**config.mk**
```make
export PLATFORM = sky130hd
export DESIGN_NAME = tdl_cq
export DESIGN_NICKNAME = d
export VERILOG_FILES = /design/src/design/tdl_pkg.sv /design/src/design/tdl_cq.sv
export SDC_FILE = /design/constraint.sdc
export NUM_CORES = 1
export LEC_CHECK = 0
export CORE_UTILIZATION = 30
export CTS_BUF_LIST = sky130_fd_sc_hd__clkbuf_16
export CTS_CLUSTER_SIZE = 40
export DETAILED_ROUTE_END_ITERATION = 6
export DONT_BUFFER_PORTS = 1
export GPL_TIMING_DRIVEN = 0
export PLACE_DENSITY = 0.51
export SLEW_MARGIN = 20
export SYNTH_ARGS = -nofsm -noshare
export SYNTH_HDL_FRONTEND = slang
export SYNTH_SLANG_ARGS = --single-unit
```
**constraint.sdc**
```tcl
create_clock -name clk -period 1.9 [get_ports clk]
set_input_delay 0.285 -clock clk [delete_from_list [all_inputs] [get_ports clk]]
set_output_delay 0.285 -clock clk [all_outputs]
set_load 0.05 [all_outputs]
```
**src/design/tdl_pkg.sv**
```systemverilog
// Package for the table-driven lexer: item, result and command types,
// field widths, op and result codes, queue depths.
// No dependencies.
package tdl_pkg;

	localparam int STATE_W     = 6;
	localparam int SYM_W       = 5;
	localparam int CAT_W       = 4;
	localparam int LEN_W       = 16;
	localparam int OP_W        = 3;
	localparam int MAX_STATES  = 2 ** STATE_W;
	localparam int MAX_SYMBOLS = 2 ** SYM_W;
	localparam int CQ_DEPTH    = 4;
	localparam int RQ_DEPTH    = 4;

	localparam logic [STATE_W-1:0] FLUSH_RESET = 6'd63;

	localparam logic [OP_W-1:0] OP_LOAD_CLASS = 3'd0;
	localparam logic [OP_W-1:0] OP_LOAD_TRANS = 3'd1;
	localparam logic [OP_W-1:0] OP_LOAD_CAT   = 3'd2;
	localparam logic [OP_W-1:0] OP_SCAN       = 3'd3;
	localparam logic [OP_W-1:0] OP_END        = 3'd4;

	localparam logic KIND_TOKEN = 1'b0;
	localparam logic KIND_ERROR = 1'b1;

	typedef struct packed {
		logic [OP_W-1:0]    op;
		logic [7:0]         char_code;
		logic [SYM_W-1:0]   symbol_index;
		logic               symbol_valid;
		logic [STATE_W-1:0] state_index;
		logic [STATE_W-1:0] target_state;
		logic [CAT_W-1:0]   category_code;
		logic               category_valid;
	} item_t;

	typedef struct packed {
		logic               kind;
		logic [CAT_W-1:0]   token_category;
		logic               token_has_category;
		logic [LEN_W-1:0]   lexeme_length;
		logic [7:0]         error_byte;
		logic               last;
	} result_t;

	typedef enum logic [2:0] {
		CMD_LOAD_TRANS,
		CMD_LOAD_CAT,
		CMD_SCAN,
		CMD_BAD,
		CMD_END
	} cmd_kind_t;

	typedef struct packed {
		cmd_kind_t          kind;
		logic [7:0]         chr;
		logic [SYM_W-1:0]   sym;
		logic [STATE_W-1:0] st;
		logic [STATE_W-1:0] tgt;
		logic [CAT_W-1:0]   cat;
		logic               cat_ok;
	} cmd_t;

	typedef struct packed {
		logic [1:0] n;
		result_t    r0;
		result_t    r1;
	} res_push_t;

endpackage

```
**src/design/tdl_cq.sv**
```systemverilog
// Command queue between the lexer front and back ends.
// Depends on tdl_pkg.
module tdl_cq
	import tdl_pkg::*;
(
	input  logic clk,
	input  logic arst_n,
	input  logic push,
	input  cmd_t cmd,
	output logic full,
	input  logic pop,
	output logic head_vld,
	output cmd_t head
);

	localparam int PW = $clog2(CQ_DEPTH);

	cmd_t          mem_q [CQ_DEPTH];
	logic [PW-1:0] wr_q;
	logic [PW-1:0] rd_q;
	logic [PW:0]   cnt_q;
	logic          do_push;
	logic          do_pop;

	assign full     = (cnt_q == (PW+1)'(CQ_DEPTH));
	assign head_vld = (cnt_q != '0);
	assign head     = mem_q[rd_q];
	assign do_push  = push && !full;
	assign do_pop   = pop && head_vld;

	always_ff @(posedge clk or negedge arst_n) begin
		if (!arst_n) begin
			wr_q  <= '0;
			rd_q  <= '0;
			cnt_q <= '0;
		end else begin
			if (do_push) begin
				wr_q <= wr_q + PW'(1);
			end
			if (do_pop) begin
				rd_q <= rd_q + PW'(1);
			end
			cnt_q <= cnt_q + (PW+1)'(do_push) - (PW+1)'(do_pop);
		end
	end

	always_ff @(posedge clk) begin
		if (do_push) begin
			mem_q[wr_q] <= cmd;
		end
	end

endmodule

```
# Yosys cells after proc, flatten, opt, wreduce, memory -nomap -nowiden
# Memory sizes are Yosys's and may differ from the RTL's.
# Cells that the tools add are included.
# Widths: inputs -> output; s select.
dict set report totals {
  reg_bits 7
  latchBits 0
  ram_bits 132
  mem_bits_ro 0
  input_bits 37
  output_inout_bits 35
  word_cells 15
  n_memories 1
}
# name words word_bits read_ports rd_clocked_by_memory_dff write_ports line_no
set memory_table {}
lappend memory_table {mem_q 4 33 1 0 1 tdl_cq.sv:18} ;# cmd_t mem_q [CQ_DEPTH];
dict set report op_classes {
  add_sub_neg 4
  n_mul 0
  n_div 0
  magnitude_cmp 0
  n_eq_ne 1
  shift 0
  muxes 2
  n_bitwise 0
  reduce_logical 4
}
# op n
set op_table {}
lappend op_table {{$add 2x1->2 const B} 2}
lappend op_table {{$add 3x1->3} 1}
lappend op_table {{$eq 3x3->1 const B} 1}
lappend op_table {{$reduce_bool 3->1} 1}
lappend op_table {{$sub 3x1->3} 1}
lappend op_table {{$logic_and 1x1->1} 2}
lappend op_table {{$mux 1} 2}
lappend op_table {{$logic_not 1->1} 1}

# Logic depth before layout (Yosys ltp)
dict set report logic_depth {
  ltp_word 5
  depth_mapped 9
  mapped_depth_nobuf 9
}

# Worst setup path before layout
# OpenSTA, ideal clock, no wires.
dict set report synth_timing {
  path_kind {register to register}
  start {register cnt_q[1]}
  end {register cnt_q[2]}
  t_arrival_ps 2550
  path_slack_ps -779
  stages_incl_launch_ff 10
  path_cell_list {dfrtp_1 > nor3b_2 > nand2b_1 > ha_1 > inv_1 > ha_1 > inv_1 > fa_1 > xnor2_1 > xnor2_1}
}
dict set report synth_via {
  elab_chain_len 5
  word_cells_on_any_way 7
}
# element line_no
set synth_lines {}
lappend synth_lines {{from (decl)} tdl_cq.sv:21} ;# logic [PW:0] cnt_q;
lappend synth_lines {{from (signal assigned)} tdl_cq.sv:43} ;# cnt_q <= cnt_q + (PW+1)'(do_push) - (PW+1)'(do_pop);
lappend synth_lines {{$eq 3x3->1} tdl_cq.sv:25} ;# assign full = (cnt_q == (PW+1)'(CQ_DEPTH));
lappend synth_lines {{via full} tdl_cq.sv:10} ;# output logic full,
lappend synth_lines {{$logic_not 1->1} tdl_cq.sv:28} ;# assign do_push = push && !full;
lappend synth_lines {{$logic_and 1x1->1} tdl_cq.sv:28}
lappend synth_lines {{$add 3x1->3} tdl_cq.sv:43}
lappend synth_lines {{$sub 3x1->3} tdl_cq.sv:43}
# The timed path passes the listed nets, and every way through them passes these cells.
# A chain may end at the register's enable or synchronous reset.

# Final worst setup path
dict set report layout_timing {
  start {register cnt_q[0]}
  end {register cnt_q[2]}
}
# The elaborated chain is that of the path after synthesis.

==> qor.txt <==
status -> complete, but fails checks
failing checks -> setup timing
CTS tree -> yes
Fmax -> 404 MHz
Max H-tree Level -> 4
pin count of the biggest net entering global routing -> 34
power per standard cell area -> 1800 mW/mm^2
clk sinks -> 139
post-synthesis mux area share -> 0.144
FP Rows -> 48
YS warnings -> 0
fin crit period -> 2.47 ns
drt wl/cell -> 19.5 um
initial core utilization -> 0.306
Synth cell types -> 21
post-synth top area share -> 0.751
Final Cell Area -> 0.00672 mm^2
Final Worst Setup Slack -> -0.575 ns
global route overflow -> 0
Compound-Gate Fraction of Synth Area -> 0.00616
hold path startpoint -> push
RSZ-0062 raised after global routing -> yes
placer congestion estimate -> 0.668
CTS Buf Count -> 17
Iter 0 DRT Violations -> 130
CP Class -> register to register
clk buf depth -> 2
Worst EP arrival -> 2.78 ns
reg2reg start -> cnt_q[0]
Max-slew headroom -> 0.366
Nets -> 326
VDD IR max -> 0.952 mV
CP max FO -> 6
Max stage delay on crit path -> 0.66 ns
Synth Instances -> 213
vias in the first global route -> 2600
Yosys reg bits -> 139
Total Wirelength -> 10.2 mm
Top-Level Pins -> 72
post-synthesis sequential area ratio -> 0.784
Worst setup SP type -> register
endpoints failing setup -> 119
Slowest cell on crit path -> nor3b_4
worst hold slack -> 0.0279 ns
simple-gate share of the synthesized area -> 0.0199
detailed-route via count -> 2338
core box area -> 0.0172 mm^2
clock-pin slew on the worst setup and hold paths -> 0.06 ns
Clk Latency, worst-skew pair -> 0.41 ns
hold path cells -> 2
Setup crit end -> cnt_q[2]
largest family of logic cells by synthesized area -> multiplexers
DP Worst Slack -> -0.658 ns
All-Layer GR Usage -> 0.121
crit-path leading delay family -> simple AND/OR/NAND/NOR gates
detailed placement HPWL -> 5.47 mm
count of buffers from port buffering -> 0
first-pass GRT wire length -> 15.1 mm
CP Depth -> 9
Synth area leader -> edfxtp_1
Leak -> 2.22 nW
first drt pass iteration count -> 4
Clk Tree Root Cell -> clkbuf_16
worst slew pin tran -> 0.951 ns
reg2reg end -> cnt_q[2]
syn_nets -> 257
crit path launch -> cnt_q[0]
FF-to-FF setup slack -> -0.57 ns
Sum Neg Setup Slack -> -23.60 ns
Hold WC Path Type -> input pin to register
period utilisation layout -> 1.30
clock skew -> 0.00870 ns
DR vias/cell -> 4.50
Cell Area, Synth -> 0.00528 mm^2
maxcap violations -> 0
CP Buf/Inv Count -> 2
Crit. End Element -> register
Die H -> 135 um
Area contributors post-synth -> edfxtp_1, mux4_2, dfrtp_1
initial antenna violation count -> 0
Slew Viols, Final -> 0
Post-Synth Adder-Cell Area -> 0.0180
Syn-to-layout area delta -> 27.3%
die area -> 0.0181 mm^2
DP Area -> 0.00558 mm^2
synthesized area per cell -> 24.8 um^2
die width -> 135 um
n_diodes -> 0
Final ANT Viol Nets -> 0
XOR/XNOR share of the synthesized area -> 0.00664
layout cells sized above 1 -> 0.329
CP cell instances -> nor3b_4, nand2b_4, ha_4, inv_2, ha_4, inv_2, fa_2, xnor2_2, xnor2_1
Tot Pwr -> 12.1 mW
drc violations -> 0
final hold violation count -> 0
Worst Path Required -> 2.20 ns
FF-to-FF path depth -> 9
## repair_timing
item,CTS,global route
gates cloned,4,2
pin swaps,5,2
endpoints found under the hold margin,139,0
hold buffers,34,0
setup buffers,8,2
gates resized for setup,25,3
endpoints found under the setup margin,168,169
## synth_stat cells
| cell | count |
|---|---|
| or3_1 | 1 |
| buf_6 | 1 |
| xor2_1 | 1 |
| fa_1 | 1 |
| mux4_2 | 28 |
| edfxtp_1 | 132 |
| o211ai_1 | 2 |
| buf_12 | 3 |
| buf_2 | 4 |
| o311ai_0 | 1 |
| ha_1 | 6 |
| o31a_1 | 1 |
| mux4_1 | 5 |
| and3b_1 | 4 |
| nand2b_1 | 4 |
| nor3b_2 | 1 |
| nand2_1 | 1 |
| dfrtp_1 | 7 |
| xnor2_1 | 3 |
| nand4bb_1 | 2 |
| inv_1 | 5 |
## worst reg2reg max path, delay by kind of cell (launching register included)
kind                       cells  cell delay [ns]
DFF                            1             0.43
xor gates and xnor gates       2             0.26
buffers and inverters          2             0.09
and+or+nand+nor                2             0.95
adders and majority gates      3             0.64
## metrics by stage
step / std cells / utilization
global placement: 438 / 0.323
detailed placement: 438 / 0.323
CTS: 516 / 0.387
floorplan: 213 / -
finish: 520 / 0.390
global route: 520 / 0.390
## cells by family after synthesis
| logic type | Yosys count |
|---|---|
| flip-flops | 139 |
| multiplexers | 33 |
| buffers and inverters | 13 |
| AND/OR/NAND/NOR | 13 |
| adder cells (fa/ha/maj) | 7 |
| AO/OA/AOI/OAI | 4 |
| XOR/XNOR | 4 |
## registers in the layout (all words and copies together), names as in the netlist
name,count
wr_q,2
mem_q,132
rd_q,2
cnt_q,3
## cells in the final DEF (no fill, tap or decap), drive strengths merged, types with 2 or more instances in the layout
master and count:
nand2b 4, nand4bb 2, clkinv 10, clkbuf 17, and3b 5, edfxtp 132, inv 8, mux4 33
buf 22, dfrtp 7, dlygate4sd3 34, nor3b 2, o211ai 2, ha 6, xnor2 3
## report_power, final
| group | leakage, nW | total [mW] | internal (mW) | switching (mW) |
|---|---|---|---|---|
| clock | 0.267 | 2.90 | 1.75 | 1.16 |
| combinational | 0.667 | 4.94 | 1.74 | 3.20 |
| sequential | 1.29 | 4.27 | 4.07 | 0.194 |
| total | 2.22 | 12.1 | 7.56 | 4.55 |
## metal layers
metal | GRT usage | vias up | share of wire
li1 | - | 1050 | -
met1 | 0.140 | 1221 | 0.43
met2 | 0.200 | 56 | 0.51
met3 | 0.0503 | 11 | 0.051
met4 | 0.0468 | 0 | 0.012
met5 | 0 | - | 0
## worst min-delay path by stage
stage,endpoint,slack (ns)
CTS,wr_q[1],0.008
floorplan,cnt_q[0],-0.01
detailed placement,cnt_q[0],-0.01
global route,wr_q[1],0.01
global placement,cnt_q[0],-0.01
finish,wr_q[1],0.03
## cell type report
class / instances / area, um^2
Sequential cell: 139 / 4140
Tap cell: 225 / 282
Multi-Input combinational cell: 63 / 1090
Buffer: 8 / 111
Inverter: 5 / 18.8
Clock buffer: 17 / 425
Clock inverter: 15 / 96.3
Timing Repair Buffer: 48 / 551
Fill cell: 1550 / 10500
(Power assumes the default switching activity.)
