<file path="config.mk">
export PLATFORM = sky130hd
export DESIGN_NAME = tdl_front
export DESIGN_NICKNAME = d
export VERILOG_FILES = /design/src/design/tdl_pkg.sv /design/src/design/tdl_front.sv
export SDC_FILE = /design/constraint.sdc
export NUM_CORES = 2
export LEC_CHECK = 0
export BUFFER_PORTS_ARGS = -buffer_cell sky130_fd_sc_hd__buf_2
export CORE_MARGIN = 5
export CORE_UTILIZATION = 63
export CTS_CLUSTER_DIAMETER = 100
export DETAILED_ROUTE_END_ITERATION = 8
export GPL_TIMING_DRIVEN = 0
export PLACE_DENSITY = 0.8
export SKIP_LAST_GASP = 1
export SLEW_MARGIN = 20
export SYNTH_ARGS = -nofsm -noshare
export SYNTH_HDL_FRONTEND = slang
export SYNTH_SLANG_ARGS = --single-unit
</file>
<file path="constraint.sdc">
create_clock -name clk -period 7.85 [get_ports clk]
set_input_delay 1.57 -clock clk [delete_from_list [all_inputs] [get_ports clk]]
set_output_delay 1.57 -clock clk [all_outputs]
set_load 0.1 [all_outputs]
</file>
<file path="src/design/tdl_pkg.sv">
// Package for the table-driven lexer: item, result and command types,
// field widths, op and result codes, queue depths.
// No dependencies.
package tdl_pkg;

	localparam int STATE_W     = 6;
	localparam int SYM_W       = 5;
	localparam int CAT_W       = 4;
	localparam int LEN_W       = 16;
	localparam int OP_W        = 3;
	localparam int MAX_STATES  = 2 ** STATE_W;
	localparam int MAX_SYMBOLS = 2 ** SYM_W;
	localparam int CQ_DEPTH    = 4;
	localparam int RQ_DEPTH    = 4;

	localparam logic [STATE_W-1:0] FLUSH_RESET = 6'd63;

	localparam logic [OP_W-1:0] OP_LOAD_CLASS = 3'd0;
	localparam logic [OP_W-1:0] OP_LOAD_TRANS = 3'd1;
	localparam logic [OP_W-1:0] OP_LOAD_CAT   = 3'd2;
	localparam logic [OP_W-1:0] OP_SCAN       = 3'd3;
	localparam logic [OP_W-1:0] OP_END        = 3'd4;

	localparam logic KIND_TOKEN = 1'b0;
	localparam logic KIND_ERROR = 1'b1;

	typedef struct packed {
		logic [OP_W-1:0]    op;
		logic [7:0]         char_code;
		logic [SYM_W-1:0]   symbol_index;
		logic               symbol_valid;
		logic [STATE_W-1:0] state_index;
		logic [STATE_W-1:0] target_state;
		logic [CAT_W-1:0]   category_code;
		logic               category_valid;
	} item_t;

	typedef struct packed {
		logic               kind;
		logic [CAT_W-1:0]   token_category;
		logic               token_has_category;
		logic [LEN_W-1:0]   lexeme_length;
		logic [7:0]         error_byte;
		logic               last;
	} result_t;

	typedef enum logic [2:0] {
		CMD_LOAD_TRANS,
		CMD_LOAD_CAT,
		CMD_SCAN,
		CMD_BAD,
		CMD_END
	} cmd_kind_t;

	typedef struct packed {
		cmd_kind_t          kind;
		logic [7:0]         chr;
		logic [SYM_W-1:0]   sym;
		logic [STATE_W-1:0] st;
		logic [STATE_W-1:0] tgt;
		logic [CAT_W-1:0]   cat;
		logic               cat_ok;
	} cmd_t;

	typedef struct packed {
		logic [1:0] n;
		result_t    r0;
		result_t    r1;
	} res_push_t;

endpackage

</file>
<file path="src/design/tdl_front.sv">
// Front end of the lexer: accepts items, owns the byte class map,
// classifies transition, category, scan and end items into commands for the back end.
// Depends on tdl_pkg.
module tdl_front
	import tdl_pkg::*;
#(
	parameter int NUM_STATES     = 64,
	parameter int NUM_SYMBOLS    = 32,
	parameter int NUM_CATEGORIES = 16
) (
	input  logic  clk,
	input  logic  arst_n,
	input  logic  push,
	output logic  full,
	input  item_t item,
	input  logic  cq_full,
	output logic  cq_push,
	output cmd_t  cq_cmd
);

	logic             vld_s1;
	item_t            item_s1;
	logic [SYM_W-1:0] csym_s1;
	logic             chit_s1;

	logic [SYM_W-1:0] cmap_q [256];
	logic [255:0]     cvld_q;

	logic accept;
	logic class_we;
	logic need;
	logic adv;

	assign accept   = push && !full;
	assign class_we = accept && (item.op == OP_LOAD_CLASS)
		&& (int'(item.symbol_index) < NUM_SYMBOLS);

	always_comb begin
		cq_cmd        = '0;
		cq_cmd.chr    = item_s1.char_code;
		cq_cmd.sym    = item_s1.symbol_index;
		cq_cmd.st     = item_s1.state_index;
		cq_cmd.tgt    = item_s1.target_state;
		cq_cmd.cat    = item_s1.category_code;
		cq_cmd.cat_ok = item_s1.category_valid;
		need          = 1'b0;
		case (item_s1.op)
			OP_LOAD_TRANS: begin
				cq_cmd.kind = CMD_LOAD_TRANS;
				need = (int'(item_s1.state_index) < NUM_STATES)
					&& (int'(item_s1.symbol_index) < NUM_SYMBOLS)
					&& (int'(item_s1.target_state) < NUM_STATES);
			end
			OP_LOAD_CAT: begin
				cq_cmd.kind = CMD_LOAD_CAT;
				need = (int'(item_s1.state_index) < NUM_STATES)
					&& (int'(item_s1.category_code) < NUM_CATEGORIES);
			end
			OP_SCAN: begin
				cq_cmd.kind = chit_s1 ? CMD_SCAN : CMD_BAD;
				cq_cmd.sym  = csym_s1;
				need = 1'b1;
			end
			OP_END: begin
				cq_cmd.kind = CMD_END;
				need = 1'b1;
			end
			default: need = 1'b0;
		endcase
	end

	assign full    = vld_s1 && need && cq_full;
	assign adv     = vld_s1 && !(need && cq_full);
	assign cq_push = vld_s1 && need && !cq_full;

	always_ff @(posedge clk or negedge arst_n) begin
		if (!arst_n) begin
			vld_s1 <= 1'b0;
			cvld_q <= '0;
		end else begin
			if (accept) begin
				vld_s1 <= 1'b1;
			end else if (adv) begin
				vld_s1 <= 1'b0;
			end
			if (class_we) begin
				cvld_q[item.char_code] <= item.symbol_valid;
			end
		end
	end

	always_ff @(posedge clk) begin
		if (accept) begin
			item_s1 <= item;
			csym_s1 <= cmap_q[item.char_code];
			chit_s1 <= cvld_q[item.char_code];
		end
		if (class_we) begin
			cmap_q[item.char_code] <= item.symbol_index;
		end
	end

endmodule

</file>
=== Yosys cells after proc, flatten, opt, wreduce, memory -nomap -nowiden ===
Memories as Yosys holds them, arrays and structs flattened. A register that Yosys moved wholly into a read port is not among the register bits.
Index checks and enable logic that the tools add are counted.

* Register bits: 291
* Latch bits: 0
* RAM bits: 1280
* Memory bits (read-only): 0
* Input bits: 38
* Output and inout port bits: 35
* Memories kept: 1

* Add/subtract/negate cells: 0
* Multiply operators: 0
* Divide/modulo/power cells: 0
* Order comparisons: 2
* Eq/ne operators: 4
* Shift operators: 0
* Muxes and demuxes: 13
* Bitwise operators: 0
* Reduce and logical (&&, ||, !) cells: 14

{| class="wikitable"
|+ Memory list
! name !! words !! bits a word !! rd ports !! clocked after memory_dff !! write ports !! RTL line !! source
|-
| cmap_q || 256 || 5 || 1 || 1 || 1 || tdl_front.sv:26 || <nowiki>logic [SYM_W-1:0] cmap_q [256];</nowiki>
|}

{| class="wikitable"
|+ Operators with widths
! kind !! number
|-
| $bwmux 256 || 1
|-
| $lt 8x9->1 const B || 1
|-
| $pmux 3 s3 || 1
|-
| $bmux 1 s8 || 1
|-
| $demux 1 s8 || 1
|-
| $ge 8x1->1 const B || 1
|-
| $logic_and 1x1->1 || 8
|-
| $mux 1 || 8
|-
| $eq 3x2->1 const B || 2
|-
| $mux 5 || 1
|-
| $reduce_or 4->1 || 1
|-
| $eq 3x1->1 const B || 1
|-
| $eq 3x3->1 const B || 1
|-
| $logic_not 1->1 || 3
|-
| $logic_not 3->1 || 1
|-
| $reduce_bool 2->1 || 1
|}

=== Longest topological paths before layout ===
* Depth after elaboration: 10
* Gate-level depth with buffers: 8
* Depth with buffers taken out: 5

=== Worst setup path after synthesis ===
Ideal clock, no wire load.

* Path type: input -> output
* Start point: in cq_full
* End point: out cq_push
* Arrival time: 2905 ps
* Slack: 3375 ps
* Stages: 1
* Cell sequence: nor2b_1

* Word-level cells in the longest chain between the ends: 2

{| class="wikitable"
|+ Ends and longest elaborated chain
! item !! RTL line !! source
|-
| start: declaration || tdl_front.sv:16 || <nowiki>input logic cq_full,</nowiki>
|-
| $logic_not 1->1 || tdl_front.sv:74 || <nowiki>assign cq_push = vld_s1 && need && !cq_full;</nowiki>
|-
| $logic_and 1x1->1 || tdl_front.sv:74 ||
|-
| end: declaration || tdl_front.sv:17 || <nowiki>output logic cq_push,</nowiki>
|}

Every way passes these cells.

==> impl_results.md <==
* Post-CTS Resized at 0
* Vias in the first global route at 36.3k
* Post-synthesis cell type count at 34
* Final hold slack at 0.480 ns
* Initial antenna violation count at 7
* Share of the synthesized area in the top cell type at 0.614
* Clock Sink Count at 1576
* Gr busiest metal: met2
* Setup Crit Path Kind: input pin to flip-flop
* Unrepaired setup endpoints after global routing: no
* Syn-to-layout area delta at 12.2%
* PwrDens at 247 mW/mm2
* Syn. warnings at 0
* Share of post-route cells with drive strength above 1 at 0.345
* Setup violators final at 0
* Synth Area per Inst at 20.2 um2
* Die area at 0.109 mm2
* Buffers on Ports at 71
* Post-Syn Instances at 3200
* Worst min path class: flip-flop to flip-flop
* Worst Max-Slew Pin Slew at 1.33 ns
* Largest net degree at the start of global routing at 132
* DRC Markers at 0
* Yosys reg bits at 1576
* Site Rows at 117
* Synth top area cells: edfxtp_1 61%, mux4_2 13%, dfrtp_1 10%
* CP required at 8.19 ns
* Global Route met3 Usage at 0.130
* DP Wirelength at 123000 um
* All-layer global routing usage at 0.343
* # nets final at 3483
* CTS max path bufs at 3
* LEAKAGE at 0.0257 uW
* Post-CTS Setup Inserts at 0
* Register area at 0.0460 mm2
* Multi-input gate area at 0.0169 mm2
* EDFF count, synth at 1319
* 1st-iter DRT viols at 5392
* Worst Hold Endpoint: cvld_q[251]
* Synth Net Count at 3238
* Die width at 330 um
* Register area share after synthesis at 0.713
* R2r endpoint: cvld_q[151]
* Max Cap Viol at 0
* Post-Route WL at 183000 um
* Wirelength per Cell at 36.9 um
* Fillers at 5777
* Share of flip-flops with an asynchronous set or reset at 0.163
* Vias at 35.7k
* R2r setup slk at 3.90 ns
* Status: complete, no violations
* H-tree levels at 4
* First-pass GRT wire length at 262000 um
* TritonCTS Buffers at 156
* Fin crit period at 6.73 ns
* Final worst slack at 1.12 ns
* Slew HR at 0.105
* Die height at 330 um
* Maximum vdd ir drop at 0.227 mV
* CTS root buffer: clkbuf_16
* Reg clk slew, reported paths at 0.06 ns
* Slew Viols, Final at 0
* CORE AREA at 0.102 mm2
* Synth area leader: edfxtp_1
* Global placer's final weighted congestion at 1.12
* GR Overflow Total at 0
* Clock Latency Late Sink at 0.78 ns
* Maximum clock frequency at 149 MHz
* Met1 usage at 0.450
* Setup crit end kind: flip-flop
* TritonCTS clock tree: yes
* Multiplexer area fraction after synthesis at 0.180
* Fin crit share at 0.857
* Setup WS pre-CTS at 0.961 ns
* Fin util at 0.712
* Reg2Reg Depth at 7
* Sum of negative setup slack at 0 ns
* Synth Area in XOR/XNOR at 0
* Post-route ant nets at 0
* IO Count at 73
* Ys flop type: edfxtp_1
* Hold Buf Count CTS at 0
* M2 GR Usage at 0.510
* Adder-cell share of the synthesized area at 0
* Startpoint Class: input pin
* R2r startpoint: item_s1[32]
* Largest family of logic cells by synthesized area: multiplexers
* Simple-Gate Fraction of Synth Area at 0.0494
* Hold Vio Cnt, Final at 0
* Vias per std cell at 7.20
* DR pass1 iterations at 9
* Hold Startpoint: cvld_q[251]
* Compound-Gate Fraction of Synth Area at 0.0336
* Hold path cells at 1
* Synthesized area at 0.0646 mm2
* Initial core utilization at 0.634
* Crit path DAT at 7.06 ns
* Worst clock skew at 0.0199 ns
* Crit Path Max Fanout at 10
routing by layer:
metal	vias to the layer above	wire [um]	part of all wire
li1	13600	-	-
met1	18500	61900	0.34
met2	2908	83100	0.45
met3	612	26100	0.14
met4	6	11800	0.064
met5	-	34	0.00019
Yosys cell counts, types with 66 or more instances:
cell type / n
edfxtp_1: 1319
nor3_4: 96
a21oi_1: 97
inv_1: 66
nor3_2: 84
mux2_1: 71
clkbuf_1: 114
dfrtp_1: 257
mux4_2: 384
buf_2: 71
a22oi_1: 192
mux2_2: 190
nand3_1: 68
kinds of logic (layout without fill, tap and decap cells):
logic type / Yosys count / count (layout)
AOI/OAI and AO/OA: 315 / 315
buffers and inverters: 335 / 716
muxes: 645 / 645
other: 0 / 5
DFF: 1576 / 1576
and+or+nand+nor: 329 / 329
through the flow:
step,cells,cell area [um2],total power [uW]
2_1_floorplan,3200,64600,9830
3_3_place_gp,4639,66600,10300
3_5_place_dp,4655,67100,10300
4_1_cts,4949,72400,17900
5_1_grt,4949,72400,18300
6_report,4954,72500,17900
worst max path at each step:
stage | from | to | slack, ns | depth (start not counted)
6_report | item[24] | csym_s1[2] | 1.12 | 9
2_1_floorplan | cq_full | cq_push | 3.37 | 1
5_1_grt | item[24] | csym_s1[2] | 1.37 | 9
4_1_cts | item[24] | csym_s1[2] | 1.66 | 9
3_5_place_dp | item[24] | csym_s1[2] | 0.96 | 9
3_3_place_gp | arst_n | cvld_q[241] | 0.48 | 1
final cells by class:
class                      instances  share of cell area
antenna                            5            0.000173
buffer                           269              0.0186
clock buffer                     205              0.0592
clock inverter                    89              0.0143
inverter                          66             0.00342
multi-input combinational       1289               0.234
sequential                      1576               0.635
tap                             1368              0.0236
timing repair buffer              87              0.0112
worst max-delay path, cell delays in order:
cell and delay (ns):
buf_2 0.27, clkbuf_1 0.87, clkbuf_1 0.68, buf_1 0.87
mux4_2 0.44, a22oi_1 0.34, a21oi_1 0.21, o41ai_1 1.21
nand4_1 0.60
sequential cells by signal, indices dropped and copies added, names as in the netlist:
register,cells
cmap_q,1280
csym_s1,5
cq_cmd,25
cvld_q,256
item_s1,8
vld_s1,1
chit_s1,1
placed cells by master (no fill, tap or decap), types with 3 or more instances in the layout:
master and instances:
clkinv_1 16, nor3_4 96, nor2b_1 7, a22oi_1 192, mux2_2 190, nand2_1 15, mux4_2 384, diode_2 5
buf_1 24, buf_8 8, inv_6 9, o41ai_1 24, nand3_1 68, nor3_2 85, dfrtp_1 257, and2_1 3
nand4_1 6, clkbuf_16 159, nand2b_1 7, clkbuf_1 137, or2_2 3, clkinv_2 31, inv_1 66, buf_16 13
buf_2 147, nor3_1 16, clkinvlp_4 7, clkbuf_8 14, a21oi_1 97, clkbuf_2 11, bufinv_16 19, mux2_1 71
nor2_1 15, buf_4 35, buf_6 13, edfxtp_1 1319
where the power goes:
group	switching, uW	internal (uW)	leakage (uW)
registers	10.8	9100	0.0155
logic	773	285	0.00761
clock network	3220	4510	0.00261
total	4010	13900	0.0257
(Power assumes the default switching activity.)
