### src/design/tdl_pkg.sv
// Package for the table-driven lexer: item, result and command types,
// field widths, op and result codes, queue depths.
// No dependencies.
package tdl_pkg;

	localparam int STATE_W     = 6;
	localparam int SYM_W       = 5;
	localparam int CAT_W       = 4;
	localparam int LEN_W       = 16;
	localparam int OP_W        = 3;
	localparam int MAX_STATES  = 2 ** STATE_W;
	localparam int MAX_SYMBOLS = 2 ** SYM_W;
	localparam int CQ_DEPTH    = 4;
	localparam int RQ_DEPTH    = 4;

	localparam logic [STATE_W-1:0] FLUSH_RESET = 6'd63;

	localparam logic [OP_W-1:0] OP_LOAD_CLASS = 3'd0;
	localparam logic [OP_W-1:0] OP_LOAD_TRANS = 3'd1;
	localparam logic [OP_W-1:0] OP_LOAD_CAT   = 3'd2;
	localparam logic [OP_W-1:0] OP_SCAN       = 3'd3;
	localparam logic [OP_W-1:0] OP_END        = 3'd4;

	localparam logic KIND_TOKEN = 1'b0;
	localparam logic KIND_ERROR = 1'b1;

	typedef struct packed {
		logic [OP_W-1:0]    op;
		logic [7:0]         char_code;
		logic [SYM_W-1:0]   symbol_index;
		logic               symbol_valid;
		logic [STATE_W-1:0] state_index;
		logic [STATE_W-1:0] target_state;
		logic [CAT_W-1:0]   category_code;
		logic               category_valid;
	} item_t;

	typedef struct packed {
		logic               kind;
		logic [CAT_W-1:0]   token_category;
		logic               token_has_category;
		logic [LEN_W-1:0]   lexeme_length;
		logic [7:0]         error_byte;
		logic               last;
	} result_t;

	typedef enum logic [2:0] {
		CMD_LOAD_TRANS,
		CMD_LOAD_CAT,
		CMD_SCAN,
		CMD_BAD,
		CMD_END
	} cmd_kind_t;

	typedef struct packed {
		cmd_kind_t          kind;
		logic [7:0]         chr;
		logic [SYM_W-1:0]   sym;
		logic [STATE_W-1:0] st;
		logic [STATE_W-1:0] tgt;
		logic [CAT_W-1:0]   cat;
		logic               cat_ok;
	} cmd_t;

	typedef struct packed {
		logic [1:0] n;
		result_t    r0;
		result_t    r1;
	} res_push_t;

endpackage

### src/design/tdl_rq.sv
// Result queue of the lexer: takes up to two results a cycle from the
// back end, hands out one at a time. Depends on tdl_pkg.
module tdl_rq
	import tdl_pkg::*;
(
	input  logic      clk,
	input  logic      arst_n,
	input  res_push_t rpush,
	output logic      room2,
	output logic      empty,
	input  logic      pop,
	output result_t   result
);

	localparam int PW = $clog2(RQ_DEPTH);

	result_t       mem_q [RQ_DEPTH];
	logic [PW-1:0] wr_q;
	logic [PW-1:0] rd_q;
	logic [PW:0]   cnt_q;
	logic          do_pop;

	assign empty  = (cnt_q == '0);
	assign room2  = (cnt_q <= (PW+1)'(RQ_DEPTH - 2));
	assign result = mem_q[rd_q];
	assign do_pop = pop && !empty;

	always_ff @(posedge clk or negedge arst_n) begin
		if (!arst_n) begin
			wr_q  <= '0;
			rd_q  <= '0;
			cnt_q <= '0;
		end else begin
			wr_q  <= wr_q + PW'(rpush.n);
			if (do_pop) begin
				rd_q <= rd_q + PW'(1);
			end
			cnt_q <= cnt_q + (PW+1)'(rpush.n) - (PW+1)'(do_pop);
		end
	end

	always_ff @(posedge clk) begin
		if (rpush.n != 2'd0) begin
			mem_q[wr_q] <= rpush.r0;
		end
		if (rpush.n == 2'd2) begin
			mem_q[wr_q + PW'(1)] <= rpush.r1;
		end
	end

endmodule

### config.mk
export PLATFORM = sky130hd
export DESIGN_NAME = tdl_rq
export DESIGN_NICKNAME = d
export VERILOG_FILES = /design/src/design/tdl_pkg.sv /design/src/design/tdl_rq.sv
export SDC_FILE = /design/constraint.sdc
export NUM_CORES = 1
export LEC_CHECK = 0
export BUFFER_PORTS_ARGS = -buffer_cell sky130_fd_sc_hd__buf_2
export CAP_MARGIN = 20
export CORE_ASPECT_RATIO = 1.4
export CORE_MARGIN = 1.5
export CORE_UTILIZATION = 30
export CTS_CLUSTER_SIZE = 28
export DETAILED_ROUTE_END_ITERATION = 12
export GPL_ROUTABILITY_DRIVEN = 0
export PLACE_DENSITY = 0.59
export SLEW_MARGIN = 20
export SYNTH_ARGS = -nofsm -noshare
export SYNTH_HDL_FRONTEND = slang
export SYNTH_SLANG_ARGS = --single-unit
### constraint.sdc
create_clock -name clk -period 4.07 [get_ports clk]
set_clock_uncertainty 0.2 [all_clocks]
set_input_delay 0 -clock clk [delete_from_list [all_inputs] [get_ports clk]]
set_output_delay 0 -clock clk [all_outputs]
set_load 0.02 [all_outputs]
Yosys cells after proc, flatten, opt, wreduce, memory -nomap -nowiden. Memory sizes are Yosys's and may differ from the RTL's. Cells that the tools add are included.

Bits in registers: 7. Bits in writable memories: 124. Input port bits: 67. Output and inout port bits: 33. Logic and storage cells: 19. Memories: 1.

Memory list: mem_q (depth 4, bits a word 31, read ports 1, clocked after Yosys merged registers in 0, wr ports 2, line tdl_rq.sv:17) `result_t mem_q [RQ_DEPTH];`.

Add/subtract/negate cells: 5. Magnitude comparators: 1. Equality and inequality tests: 1. Mux-type cells: 4. Reduce and logical (&&, ||, !) cells: 4.

Operators by type and width (number): $add A2 B1 Y2 const B (2); $mux W1 (4); $add A3 B2 Y3 (1); $le A3 B2 Y1 const B (1); $logic_not A3 Y1 (1); $sub A3 B1 Y3 (1); $add A2 B2 Y2 (1); $eq A2 B2 Y1 const B (1); $reduce_bool A2 Y1 (1); $logic_and A1 B1 Y1 (1); $logic_not A1 Y1 (1).

Longest topological paths before layout. Gate-level depths: netlist of the first run.

Depth in word-level cells: 4. Mapped depth: 9. Gate-level depth less buffers: 9.

Least setup slack after synthesis of the first run. No wires, ideal clock.

Kind: reg2reg. Start: reg wr_q[0]. End: mem mem_q[0][0] (netlist name) (enable). Setup time: 462 ps. Arrival: 2838 ps. Required time: 3408 ps. Path slack: 570 ps. Cell stages (with the launch flop): 3. Buffers on the path: 0. Period minus slack after synthesis: 3500 ps. Path through: dfrtp_1 o21bai_1 o21ai_0.

RTL lines: from (decl) (line tdl_rq.sv:18) `logic [PW-1:0] wr_q;`; from (signal assigned) (line tdl_rq.sv:34) `wr_q <= wr_q + PW'(rpush.n);`; to (decl) (line tdl_rq.sv:17).

==> results of run 1 <==
logic make-up after synthesis:
logic type	synth area share
muxes	0.333
DFF	0.596
buffers and inverters	0.0346
and+or+nand+nor	0.0109
AOI/OAI and AO/OA	0.00632
xor gates and xnor gates	0.00804
adders and majority gates	0.0107
area by class of cell:
class / count / area [um^2]
timing repair buffer: 206 / 1580
sequential: 131 / 3900
multi-input combinational: 180 / 2460
tap: 260 / 325
clock buffer: 19 / 433
fill: 1927 / 12400
inverter: 8 / 30.0
clock inverter: 13 / 148
registers in the layout, summed over array words and instances, names as in the netlist:
signal / flops
rd_q: 2
wr_q: 2
cnt_q: 3
mem_q: 124
critical path, stage by stage, from the launching register on:
cell and delay (ns):
dfrtp_1 0.66, and4bb_4 0.74, mux2_2 0.40, dlygate4sd3_1 0.55
per-stage QoR:
step | instance area, um^2 | power, uW | setup WS [ns] | hold WS (ns)
after floorplan | 6540 | 3610 | 0.570 | -0.496
after global placement | 7270 | 4240 | 1.73 | -0.359
after detailed placement | 7300 | 4330 | 1.65 | -0.350
after CTS | 8860 | 5950 | 1.24 | 0.247
after global routing | 8880 | 6170 | 1.17 | 0.256
final | 8880 | 5880 | 1.26 | 0.269
what timing repair did:
action	in CTS	in global routing
endpoints found under the hold margin	136	0
setup endpoints to repair	0	0
setup buffers	0	0
hold buffers	98	0
path summary, 6_finish.rpt:
| kind | end | slack [ns] | depth (start not counted) |
|---|---|---|---|
| max in group asynchronous | rd_q[1]$_DFFE_PN0P_ | 3.02 | 3 |
| worst max register to register | mem_q[3][13]$_DFFE_PP_ | 1.26 | 3 |
| min in group asynchronous | cnt_q[1]$_DFF_PN0_ | 0.36 | 3 |
| worst min-delay path | mem_q[1][26]$_DFFE_PP_ | 0.27 | 3 |
| worst max-delay path | mem_q[3][13]$_DFFE_PP_ | 1.26 | 3 |
| worst min register to register | cnt_q[2]$_DFF_PN0_ | 0.38 | 1 |
where the power goes:
group	internal (uW)	total, uW	switching, uW
combinational	981	2080	1100
clock	912	1510	593
sequential	2010	2290	283
metal layers:
metal  track usage  vias up  share of wire  wire (um)
met5             0        -              0          0
met3        0.0295        7          0.023        358
li1              -     1799              -          -
met2         0.271       76           0.55       8580
met1         0.160     1983           0.41       6430
met4        0.0445        0         0.0093        144
cell usage in the layout (no fill, tap or decap), types with 2 or more instances in the layout:
master	Yosys	final
mux4_2	31	31
inv_6	0	6
clkbuf_16	0	17
dlygate4sd3_1	0	98
xnor2_1	5	5
buf_2	4	99
dfrtp_1	7	5
nor2_4	0	2
mux2_4	19	19
mux2_1	14	14
bufinv_16	0	2
clkbuf_1	0	2
mux2_2	91	91
clkinvlp_4	0	4
ha_1	4	4
inv_1	8	8
buf_16	0	2
edfxtp_1	124	124
dfrtp_2	0	2
buf_4	6	7
==> out/metrics.json, run 1 <==
{
  "outcome": {
    "run_status": "finished, final reports clean"
  },
  "yosys": {
    "yosys_most_used_dff": "edfxtp_1",
    "synth_largest_area_cell": "edfxtp_1",
    "post-synth-top-count-cell": "edfxtp_1",
    "synth_area_um2": 6540,
    "post_synth_arst_share": 0.0534,
    "synthCells": 341,
    "synthesis.yosys.warnings": 0,
    "synth.avg_cell_area_um2": 19.2,
    "synth-edff-count": 124,
    "syn_nets": 413,
    "synth-seq-cells": 131,
    "synth_top_cells_by_count": "edfxtp_1 (124), mux2_2 (91), mux4_2 (31), mux2_4 (19), mux2_1 (14)",
    "ys_seq_area_frac": 0.596,
    "yosys.area.top_type_share": 0.570,
    "synth.distinct_cells": 28,
    "ys_top_cells_by_area": "edfxtp_1 (57%), mux2_2 (16%), mux4_2 (11%), mux2_4 (4.4%), dfrtp_1 (2.7%)"
  },
  "layout": {
    "final_layout_size_suffix_gt1_frac": 0.517,
    "num-nets-final": 616,
    "layout.cells.non_filler": 817,
    "antenna-diode-count": 0,
    "final_core_utilization": 0.417,
    "area_growth_from_synthesis_to_final_layout_pct": 35.9
  },
  "detailed_routing": {
    "remaining_drc_errors": 0,
    "dr.pass1.iters": 4,
    "ant_nets": 0,
    "route.vias.total": 3865,
    "routed_wl_um": 15500,
    "detailedRoute.firstIterationViolations": 202,
    "via_per_inst": 4.73,
    "post_drt_wl_per_cell_um": 19.0
  },
  "clock_tree": {
    "cts.path.max_buffers": 2,
    "numCtsBuffers": 17,
    "ctsRootBufferMaster": "clkbuf_16",
    "cts.clk_slew.worst_paths_ns": 0.06,
    "clock_sink_count": 131,
    "clock_insertion_delay_worst_skew_ns": 0.41,
    "cts_repair_resize_count": 0,
    "tritoncts": "done",
    "cts.htree.levels": 4
  },
  "min_path": {
    "worstHoldPathType": "in2reg",
    "min-delay-start": "rpush[57]"
  },
  "power_and_ir_drop": {
    "leakage_power_uw": 0.00326,
    "power_per_unit_of_standard_cell_area_nw_per_um2": 662,
    "worst_vdd_rail_ir_drop_uv": 305
  },
  "grt": {
    "grt_first_pass_wirelength_um": 23900,
    "initial_antenna_violation_count": 0,
    "grt_pass1_vias": 4259,
    "grt_overflow": 0,
    "maximum_number_of_pins_on_one_net_before_global_route_repair": 33,
    "grt_util_all_layers": 0.144
  },
  "floorplanning": {
    "area_of_the_die_um2": 22700,
    "initial_core_util": 0.307,
    "io_pins": 100,
    "die_h_um": 178,
    "floorplan.core_area_um2": 21300,
    "std_cell_rows": 63,
    "die_width_um": 128
  },
  "timing": {
    "setup_tns_ns": 0,
    "worst_slew_margin_rel": 0.275,
    "hold_viol_final": 0,
    "fmaxAchievable_mhz": 356,
    "post-route-period-util": 0.690,
    "maxSlewViolCount": 0,
    "tightestPinTransition_ns": 1.08,
    "grt_setup_unrepaired": "no",
    "finalSetupViolations": 0,
    "final.min_clock_period_ns": 2.81
  },
  "job": {
    "drv_cap": 0
  },
  "place": {
    "place.detailed.instances": 686,
    "hpwl_um": 9830,
    "buffers_on_ports": 99
  },
  "critical_path": {
    "worst-setup-path-type": "reg2reg",
    "arrival_ns": 2.76,
    "critPathLaunchType": "flip-flop",
    "rr_startpoint": "wr_q[1]$_DFF_PN0_",
    "worst-path-max-fanout": 31,
    "setup.worst_path.end_class": "flip-flop",
    "worstPathRequired_ns": 4.03,
    "crit_start": "wr_q[1]$_DFF_PN0_"
  }
}
No activity file was read; power rests on OpenSTA's default activity.
==> run 2, diff against run 1 <==
--- a/config.mk
+++ b/config.mk
@@ -5,6 +5,7 @@
 export SDC_FILE = /design/constraint.sdc
 export NUM_CORES = 1
 export LEC_CHECK = 0
+export ABC_AREA = 1
 export BUFFER_PORTS_ARGS = -buffer_cell sky130_fd_sc_hd__buf_2
 export CAP_MARGIN = 20
 export CORE_ASPECT_RATIO = 1.4
@@ -13,7 +14,7 @@
 export CTS_CLUSTER_SIZE = 28
 export DETAILED_ROUTE_END_ITERATION = 12
 export GPL_ROUTABILITY_DRIVEN = 0
-export PLACE_DENSITY = 0.59
+export PLACE_DENSITY = 0.58
 export SLEW_MARGIN = 20
 export SYNTH_ARGS = -nofsm -noshare
 export SYNTH_HDL_FRONTEND = slang
==> constraint.sdc (replaced) <==
create_clock -name clk -period 2.6 [get_ports clk]
set_clock_uncertainty 0.2 [all_clocks]
set_input_delay 0 -clock clk [delete_from_list [all_inputs] [get_ports clk]]
set_output_delay 0 -clock clk [all_outputs]
set_load 0.02 [all_outputs]
==> run 2 against run 1 <==
- sequential power up 48%
- critical endpoint is now mem_q[1][28]$_DFFE_PP_
- largest cell class unchanged
- total power up 80%
- count of clock-buffer cells in the layout unchanged
- combinational power up 120%
- worst setup slack worse by 1.1 ns
- final area up 7.6%
- register-to-register slack worse by 0.95 ns
- clock power up 77%
- via count up 68%
==> out/metrics.json, run 2 <==
{
  "outcome": {
    "run_status": "finished, final reports clean"
  },
  "grt": {
    "maximum_number_of_pins_on_one_net_before_global_route_repair": {"value": 96, "change": "+190%"},
    "grt_overflow": {"value": 0, "change": "unchanged"},
    "grt_util_all_layers": {"value": 0.179, "change": "+0.0353"},
    "grt_pass1_vias": {"value": 6432, "change": "+51%"},
    "initial_antenna_violation_count": {"value": 0, "change": "unchanged"},
    "grt_first_pass_wirelength": {"value": 33800, "unit": "um", "change": "+42%"}
  },
  "yosys": {
    "synth_largest_area_cell": "edfxtp_1",
    "synth_area": {"value": 6980, "unit": "um^2", "change": "+6.8%"},
    "synth_top_cells_by_count": "nand2_1 (396), edfxtp_1 (124), nand3_1 (96), o21ai_0 (66), nor2_1 (65)",
    "synth.distinct_cells": {"value": 19, "change": "-32%"},
    "post-synth-top-count-cell": "nand2_1",
    "synthesis.yosys.warnings": {"value": 0, "change": "unchanged"},
    "synth.avg_cell_area": {"value": 8.05, "unit": "um^2", "change": "-58%"},
    "synthCells": {"value": 867, "change": "+150%"},
    "ys_seq_area_frac": {"value": 0.558, "change": "-0.0382"},
    "syn_nets": {"value": 939, "change": "+130%"},
    "yosys.area.top_type_share": {"value": 0.533, "change": "-0.0364"},
    "yosys_most_used_dff": "edfxtp_1",
    "post_synth_arst_share": {"value": 0.0534, "change": "unchanged"},
    "synth-edff-count": {"value": 124, "change": "unchanged"},
    "synth-seq-cells": {"value": 131, "change": "unchanged"},
    "ys_top_cells_by_area": "edfxtp_1 (53%), nand2_1 (21%), nand3_1 (6.9%), o21ai_0 (4.7%), nor2_1 (3.5%)"
  },
  "timing": {
    "worst_slew_margin_rel": {"value": 0.359, "change": "+0.0835"},
    "hold_viol_final": {"value": 0, "change": "unchanged"},
    "maxSlewViolCount": {"value": 0, "change": "unchanged"},
    "post-route-period-util": 0.923,
    "fmaxAchievable_mhz": 417,
    "tightestPinTransition": {"value": 0.958, "unit": "ns", "change": "-0.126 ns"},
    "final.min_clock_period_ns": 2.40,
    "grt_setup_unrepaired": "no",
    "setup_tns": {"value": 0, "unit": "ns", "change": "unchanged"},
    "finalSetupViolations": {"value": 0, "change": "unchanged"}
  },
  "layout": {
    "largestRegisters": "mem_q (124), cnt_q (3)",
    "stdcell_area": {"value": 9560, "unit": "um^2", "change": "+7.6%"},
    "final_cell_mix": "nand2_1 (393), edfxtp_1 (124), buf_2 (99), dlygate4sd3_1 (98), nand3_1 (96)",
    "most_common_cell_after_layout_fill_and_taps_aside": "nand2_1",
    "multiInputGateArea": {"value": 2700, "unit": "um^2", "change": "+9.6%"},
    "antenna-diode-count": {"value": 0, "change": "unchanged"},
    "fillerInstances": {"value": 2243, "change": "+16%"},
    "num-nets-final": {"value": 1132, "change": "+84%"},
    "largest_register": "mem_q",
    "area_growth_from_synthesis_to_final_layout_pct": 36.9,
    "final_layout_size_suffix_gt1_frac": {"value": 0.157, "change": "-0.360"},
    "sequential_cell_area": {"value": 3900, "unit": "um^2", "change": "about the same"},
    "largest_register_ff_count": {"value": 124, "change": "unchanged"}
  },
  "critical_path": {
    "worst_path_largest_cell_delay": {"value": 0.55, "unit": "ns", "change": "-0.19 ns"},
    "crit_path_end": "mem_q[1][28]$_DFFE_PP_",
    "timing.rr.end": "mem_q[2][21]$_DFFE_PP_",
    "cp_slowest_cell": "dlygate4sd3_1",
    "critPathLaunchType": "input port",
    "timing.reg2reg.setup_slack": {"value": 0.31, "unit": "ns", "change": "-0.95 ns"},
    "arrival": {"value": 2.37, "unit": "ns", "change": "-0.39 ns"},
    "setup.worst_path.end_class": "flip-flop",
    "critical_path_buf_inv_count": {"value": 7, "change": "+6"},
    "rr_startpoint": "wr_q[1]$_DFF_PN0_",
    "worst_path_most_repeated_cell": "nand2_1",
    "ff2ff_path_depth": {"value": 7, "change": "+4"},
    "worstPathRequired": {"value": 2.57, "unit": "ns", "change": "-1.46 ns"},
    "crit_family": "buffers and inverters",
    "worst-path-stages": {"value": 11, "change": "+8"},
    "worst-setup-path-type": "in2reg",
    "worst-path-max-fanout": {"value": 31, "change": "unchanged"},
    "crit_start": "rpush[62]",
    "crit_chain": "dlygate4sd3_1 -> buf_2 -> inv_1 -> nand2_1 -> inv_2 -> buf_4 -> nand2_1 -> buf_4 -> nand2_1 -> nand2_1 -> dlygate4sd3_1"
  },
  "floorplanning": {
    "initial_core_util": {"value": 0.308, "change": "+0.000634"},
    "std_cell_rows": {"value": 65, "change": "+3.2%"},
    "io_pins": {"value": 100, "change": "unchanged"},
    "die_width": {"value": 132, "unit": "um", "change": "+3.3%"},
    "die_h": {"value": 184, "unit": "um", "change": "+3.3%"},
    "area_of_the_die": {"value": 24200, "unit": "um^2", "change": "+6.7%"},
    "floorplan.core_area": {"value": 22700, "unit": "um^2", "change": "+6.6%"}
  },
  "clock_tree": {
    "cts.clk_slew.worst_paths": {"value": 0.06, "unit": "ns", "change": "about the same"},
    "numCtsBuffers": {"value": 17, "change": "unchanged"},
    "clock_sink_count": {"value": 131, "change": "unchanged"},
    "clock_insertion_delay_worst_skew": {"value": 0.42, "unit": "ns", "change": "about the same"},
    "tritoncts": "done",
    "cts.path.max_buffers": {"value": 2, "change": "unchanged"},
    "cts.htree.levels": {"value": 4, "change": "unchanged"},
    "ctsRootBufferMaster": "clkbuf_16",
    "post-cts-setup-buffer-count": {"value": 0, "change": "unchanged"}
  },
  "detailed_routing": {
    "via_per_inst": {"value": 4.73, "change": "about the same"},
    "routed_wl": {"value": 21100, "unit": "um", "change": "+36%"},
    "route.vias.total": {"value": 6497, "change": "+68%"},
    "remaining_drc_errors": {"value": 0, "change": "unchanged"},
    "dr.pass1.iters": {"value": 5, "change": "+1"},
    "post_drt_wl_per_cell": {"value": 15.3, "unit": "um", "change": "-19%"},
    "detailedRoute.firstIterationViolations": {"value": 410, "change": "+100%"},
    "ant_nets": {"value": 0, "change": "unchanged"}
  },
  "place": {
    "buffers_on_ports": {"value": 99, "change": "unchanged"},
    "post_dp_cell_area": {"value": 7930, "unit": "um^2", "change": "+8.7%"},
    "hpwl": {"value": 13000, "unit": "um", "change": "+32%"}
  },
  "job": {
    "drv_cap": {"value": 0, "change": "unchanged"}
  },
  "power_and_ir_drop": {
    "leakage_power": {"value": 0.00443, "unit": "uW", "change": "+36%"},
    "power_per_unit_of_standard_cell_area": {"value": 1110, "unit": "nW/um^2", "change": "+68%"},
    "worst_vdd_rail_ir_drop": {"value": 697, "unit": "uV", "change": "+130%"}
  },
  "min_path": {
    "worstHoldPathType": "in2reg"
  }
}
## run 2: per-layer routing
layer  track usage  up-vias  wire (um)
met3        0.0298       24       1040
met5             0        -          0
met2         0.326      201      11000
met4        0.0711        0        331
li1              -     3202          -
met1         0.208     3070       8690
## run 2: repair_timing
action                                 in CTS  in global routing
gates resized for setup                     0                  1
setup endpoints to repair                   0                  1
endpoints found under the hold margin     137                  0
hold buffers                               98                  0
## run 2: report_power, final
group / internal, uW / switching (uW) / leakage (uW)
Clock: 1780 / 893 / 0.000311
Sequential: 3230 / 170 / 0.00125
Combinational: 1430 / 3100 / 0.00287
## run 2: stage by stage
step	hold WS (ns)	instances	setup slack (ns)	util	power [uW]
6_report	0.208	1374	0.201	0.421	10600
3_5_place_dp	-0.351	1244	0.350	0.349	7820
3_3_place_gp	-0.355	1244	0.387	0.349	7760
5_1_grt	0.225	1374	0.0538	0.421	11300
4_1_cts	0.209	1374	0.188	0.421	10700
2_1_floorplan	-0.496	867	0.0145	-	6110
## run 2: worst register-to-register path, cell delays in order (launching register included)
cell and delay, ns:
dfrtp_1 0.38, buf_4 0.17, nor2_4 0.26, nand2_1 0.11, buf_4 0.23, nand2_1 0.09
nand2_1 0.05, dlygate4sd3_1 0.55
## run 2: layout make-up
class / instances / share of cell area
sequential: 131 / 0.408
multi-input combinational: 635 / 0.282
timing repair buffer: 227 / 0.184
clock buffer: 19 / 0.0453
tap: 301 / 0.0394
clock inverter: 13 / 0.0223
inverter: 48 / 0.0189
## run 2: worst min path at each step
stage | startpoint | to | slack, ns | depth (start not counted)
after floorplan | arst_n | cnt_q[0]$_DFF_PN0_ | -0.50 | 0
final | pop | rd_q[0]$_DFFE_PN0P_ | 0.21 | 4
after global routing | pop | rd_q[0]$_DFFE_PN0P_ | 0.22 | 4
after global placement | arst_n | rd_q[1]$_DFFE_PN0P_ | -0.35 | 1
after CTS | rpush[60] | mem_q[2][29]$_DFFE_PP_ | 0.21 | 4
after detailed placement | arst_n | rd_q[1]$_DFFE_PN0P_ | -0.35 | 1
## run 2: cells by family (layout without fill, tap and decap cells)
group	Yosys count	in the layout	share of synthesized area
buf+inv	101	307	0.0609
flops	131	131	0.558
compound gates	67	67	0.0480
fa+ha+maj	5	5	0.0100
simple gates	561	561	0.320
xor+xnor	2	2	0.00251
